[src/mtf_pkg.sv]
// Shared types and constants for the move-to-front list.
package mtf_pkg;

  // Width of one list entry and of the narrow position and count fields.
  localparam int DATA_W  = 32;
  localparam int FIELD_W = 7;

  // Request kinds as they arrive on the request channel.
  typedef enum logic [1:0] {
    REQ_INSERT = 2'd0,
    REQ_READ   = 2'd1,
    REQ_REMOVE = 2'd2,
    REQ_SEARCH = 2'd3
  } req_kind_t;

  // What every cell does with its entry in the shift cycle.
  typedef enum logic [1:0] {
    CELL_HOLD,
    CELL_INS,
    CELL_REM,
    CELL_MTF
  } cell_op_t;

  // Control broadcast from the sequencer to the row of cells.
  typedef struct packed {
    logic                cmp;
    cell_op_t            op;
    logic [DATA_W-1:0]   key;
  } cell_ctl_t;

endpackage

[src/mtf_cell.sv]
// One list slot: holds an entry, compares it, and shifts with its neighbors.
module mtf_cell #(
  parameter int IDX   = 0,
  parameter int CNT_W = 7,
  parameter int POS_W = 8
) (
  input  logic                        clk,
  input  mtf_pkg::cell_ctl_t          ctl,
  input  logic [CNT_W-1:0]            count,
  input  logic [POS_W-1:0]            pos,
  input  logic [mtf_pkg::DATA_W-1:0]  left,
  input  logic [mtf_pkg::DATA_W-1:0]  right,
  input  logic                        le_bit,
  output logic [mtf_pkg::DATA_W-1:0]  data,
  output logic                        at_pos,
  output logic                        match
);
  import mtf_pkg::*;

  // 1-based position of this slot and its 0-based index.
  localparam logic [POS_W-1:0] NUM  = POS_W'(IDX + 1);
  localparam logic [POS_W-1:0] SLOT = POS_W'(IDX);

  logic after_pos;

  // Compare cycle: latch the position decode and the key match.
  always_ff @(posedge clk) begin
    if (ctl.cmp) begin
      at_pos    <= (pos == NUM);
      after_pos <= (pos < NUM);
      match     <= (SLOT < POS_W'(count)) && (data == ctl.key);
    end
  end

  // Shift cycle: take the key, a neighbor's entry, or hold.
  always_ff @(posedge clk) begin
    case (ctl.op)
      CELL_INS: begin
        if (at_pos) begin
          data <= ctl.key;
        end else if (after_pos) begin
          data <= left;
        end
      end
      CELL_REM: begin
        if (at_pos || after_pos) begin
          data <= right;
        end
      end
      CELL_MTF: begin
        if (le_bit) begin
          data <= left;
        end
      end
      default: begin
        data <= data;
      end
    endcase
  end

endmodule

[config.mk]
export PLATFORM = sky130hd
export DESIGN_NAME = mtf_cell
export DESIGN_NICKNAME = d
export VERILOG_FILES = /design/src/mtf_pkg.sv /design/src/mtf_cell.sv
export SDC_FILE = /design/constraint.sdc
export NUM_CORES = 1
export LEC_CHECK = 0
export BUFFER_PORTS_ARGS = -buffer_cell sky130_fd_sc_hd__buf_2
export CORE_MARGIN = 3
export CORE_UTILIZATION = 43
export CTS_CLUSTER_DIAMETER = 100
export DETAILED_ROUTE_END_ITERATION = 8
export PLACE_DENSITY = 0.95
export SYNTH_ARGS = -nofsm -noshare
export SYNTH_HDL_FRONTEND = slang
export SYNTH_SLANG_ARGS = --single-unit
[constraint.sdc]
create_clock -name clk -period 6.9 [get_ports clk]
set_clock_uncertainty 0.05 [all_clocks]
set_input_delay 1.035 -clock clk [delete_from_list [all_inputs] [get_ports clk]]
set_output_delay 1.035 -clock clk [all_outputs]
set_load 0.01 [all_outputs]
==> impl_metrics.toml <==
[critical_path]
slowest_stage = "nand2_1"
cp.required_ns = 6.88
reg2reg_from = "at_pos"
cpMostUsedCell = "nor2_1"
r2r_slack_ns = 4.68
cp-start-kind = "input port"
slowest_delay_ns = 0.71
crit_chain = "buf_2, nand2b_1, buf_4, nand2_1, nor2_1, nor2_1"
cp_max_fo = 33
rr_worst_depth = 5
critPathArrivalTime_ns = 2.66
crit_path_end_kind = "flop"
setup.worst_path.class = "input port to flop"
r2r_end = "data[14]"

[floorplan]
die-area_mm2 = 0.00549
start_util_pct = 45.2
rows = 24
io_pins = 150
die_w_um = 74.1
core_area_mm2 = 0.00441
die_h_um = 74.1

[power_and_ir_drop]
irDropWorstVdd_uv = 123
seqPwrFrac_pct = 49.3
pwr-share-clk_pct = 25.1
p_sw_share_pct = 28.9
p_int_uw = 400
p_switching_uw = 162
combPwrFrac_pct = 25.6
power_density_mw_per_mm2 = 197
cellLeakagePower_uw = 0.00130

[cts]
cts_hold_buf = 0
clk_pin_slew_ns = 0.07
clock_latency_ns = 0.28
cts_tree = "done"
cts_buffer_depth = 2
cts_setup_buffers = 0
clock_sinks = 35
cts_htree_levels = 2
cts_buffers = 5
root_buffer = "clkbuf_8"
cts_resized = 0

[synth]
synth_cell_types = 17
syn_area_mm2 = 0.00199
synthesis.nets = 315
synth_warnings = 0
syn_avg_cell_area_um2 = 10.0
synth_seq_cells = 35
seq_area_frac_synth_pct = 52.7
syn_inst = 199

[grt]
antenna_found_initial = 1
grt.total_usage_pct = 21.5
grt_pass1_vias = 1948
grt_pass1_wl_mm = 8.83
grt.overflow.total = 0
grt_max_degree = 34

[timing]
fin_crit_ns = 2.68
finalMaxSlewViolations = 0
rsz0062_at_grt = "false"
worstMarginPinSlew_ns = 1.08
slew_headroom_pct = 27.7
hold_violations = 0
whs_ns = 0.713
fmax_ghz = 0.373
tns_ns = 0
setup_viol = 0
finalCritPeriodShare_pct = 38.9

[layout]
drive_gt1_share_pct = 46.7
antennaDiodeCount = 0
final_common_cell = "buf_2"
nNetsFinal = 462
synthToLayoutAreaGrowth_pct = 43.4
final_cell_mix = "149 x buf_2, 66 x nor2_1, 35 x edfxtp_1"
fill_cells = 384

[worst_hold_path]
hp-start = "data[31]"
hold_path_class = "flop to flop"
hold_end = "match"
whs_path_depth = 3

[route]
wl_per_cell_um = 15.4
initialDrtViolationCount = 117
vias = 2052
avgViaCountPerCell = 5.14
drt_pass1_iterations = 5
wl_mm = 6.14
route.detailed.drc = 0
antenna_left = 0

[placement]
port_buffers = 149
place_congestion = 0.760
dp_hpwl_mm = 4.82

[run]
maxCapViolCount = 0

[outcome]
status = "complete, no violations"
layer usage:
| layer | track usage, % | share of wire [%] | up-vias |
|---|---|---|---|
| li1 | - | - | 1015 |
| met1 | 24.0 | 37 | 920 |
| met2 | 39.7 | 52 | 101 |
| met3 | 5.54 | 9.3 | 14 |
| met4 | 6.84 | 1.8 | 2 |
| met5 | 0 | 0.21 | - |
flip-flops by register name, summed over array words and instances, names as in the netlist:
register / count
at_pos: 1
data: 32
match: 1
after_pos: 1
critical path: cells and delay by family:
family                 cells  cell delay, ns
buffers and inverters      2            0.44
and+or+nand+nor            4            1.17
power by group through the flow:
stage	combinational [uW]	clock (uW)	sequential [uW]
after floorplan	59.7	0	293
after CTS	145	145	277
after global placement	141	0	280
after global routing	159	158	280
final	144	141	277
after detailed placement	144	0	282
worst max-delay path by stage:
stage	start	to	slack (ns)
after CTS	ctl[33]	data[30]	4.24
after global routing	ctl[33]	data[25]	4.02
after detailed placement	ctl[33]	data[30]	3.94
after floorplan	ctl[33]	data[0]	2.95
after global placement	ctl[33]	data[0]	4.01
final	ctl[33]	data[14]	4.22
kinds of logic after synthesis:
kind of cell | share of synthesized area (%)
simple gates | 19.1
flops | 52.7
buf+inv | 2.63
compound gates | 11.0
xor+xnor | 14.5
stage by stage:
stage | setup WS [ns] | instances | power [uW] | cell area, um^2 | utilization, %
floorplan | 2.95 | 199 | 353 | 1990 | -
global placement | 4.01 | 391 | 421 | 2780 | 63.0
detailed placement | 3.94 | 391 | 426 | 2780 | 63.0
CTS | 4.24 | 399 | 567 | 2860 | 64.8
global route | 4.02 | 399 | 596 | 2860 | 64.8
finish | 4.22 | 399 | 562 | 2860 | 64.8
cells in the mapped netlist:
master	n	area share [%]
a2111oi_2	1	0.75
and3_1	1	0.31
buf_2	9	2.3
clkbuf_1	2	0.38
edfxtp_1	35	53
nand2_1	2	0.38
nand2b_1	2	0.63
nand3_1	2	0.50
nand4_1	2	0.63
nor2_1	66	12
nor3_1	2	0.50
nor4_1	6	1.9
nor4_2	3	1.9
o21ai_0	1	0.25
o22ai_1	32	10
xnor2_1	5	2.2
xor2_1	28	12
area by class of cell:
cell class                      instances  area [um^2]  share of cell area (%)
Timing Repair Buffer                  151          761                    26.6
Sequential cell                        35         1050                    36.7
Clock buffer                            7         76.3                    2.67
Clock inverter                          1         5.00                   0.175
Multi-Input combinational cell        153          902                    31.5
Tap cell                               52         65.1                    2.27
Note: power is estimated with default switching activity, not from simulation.
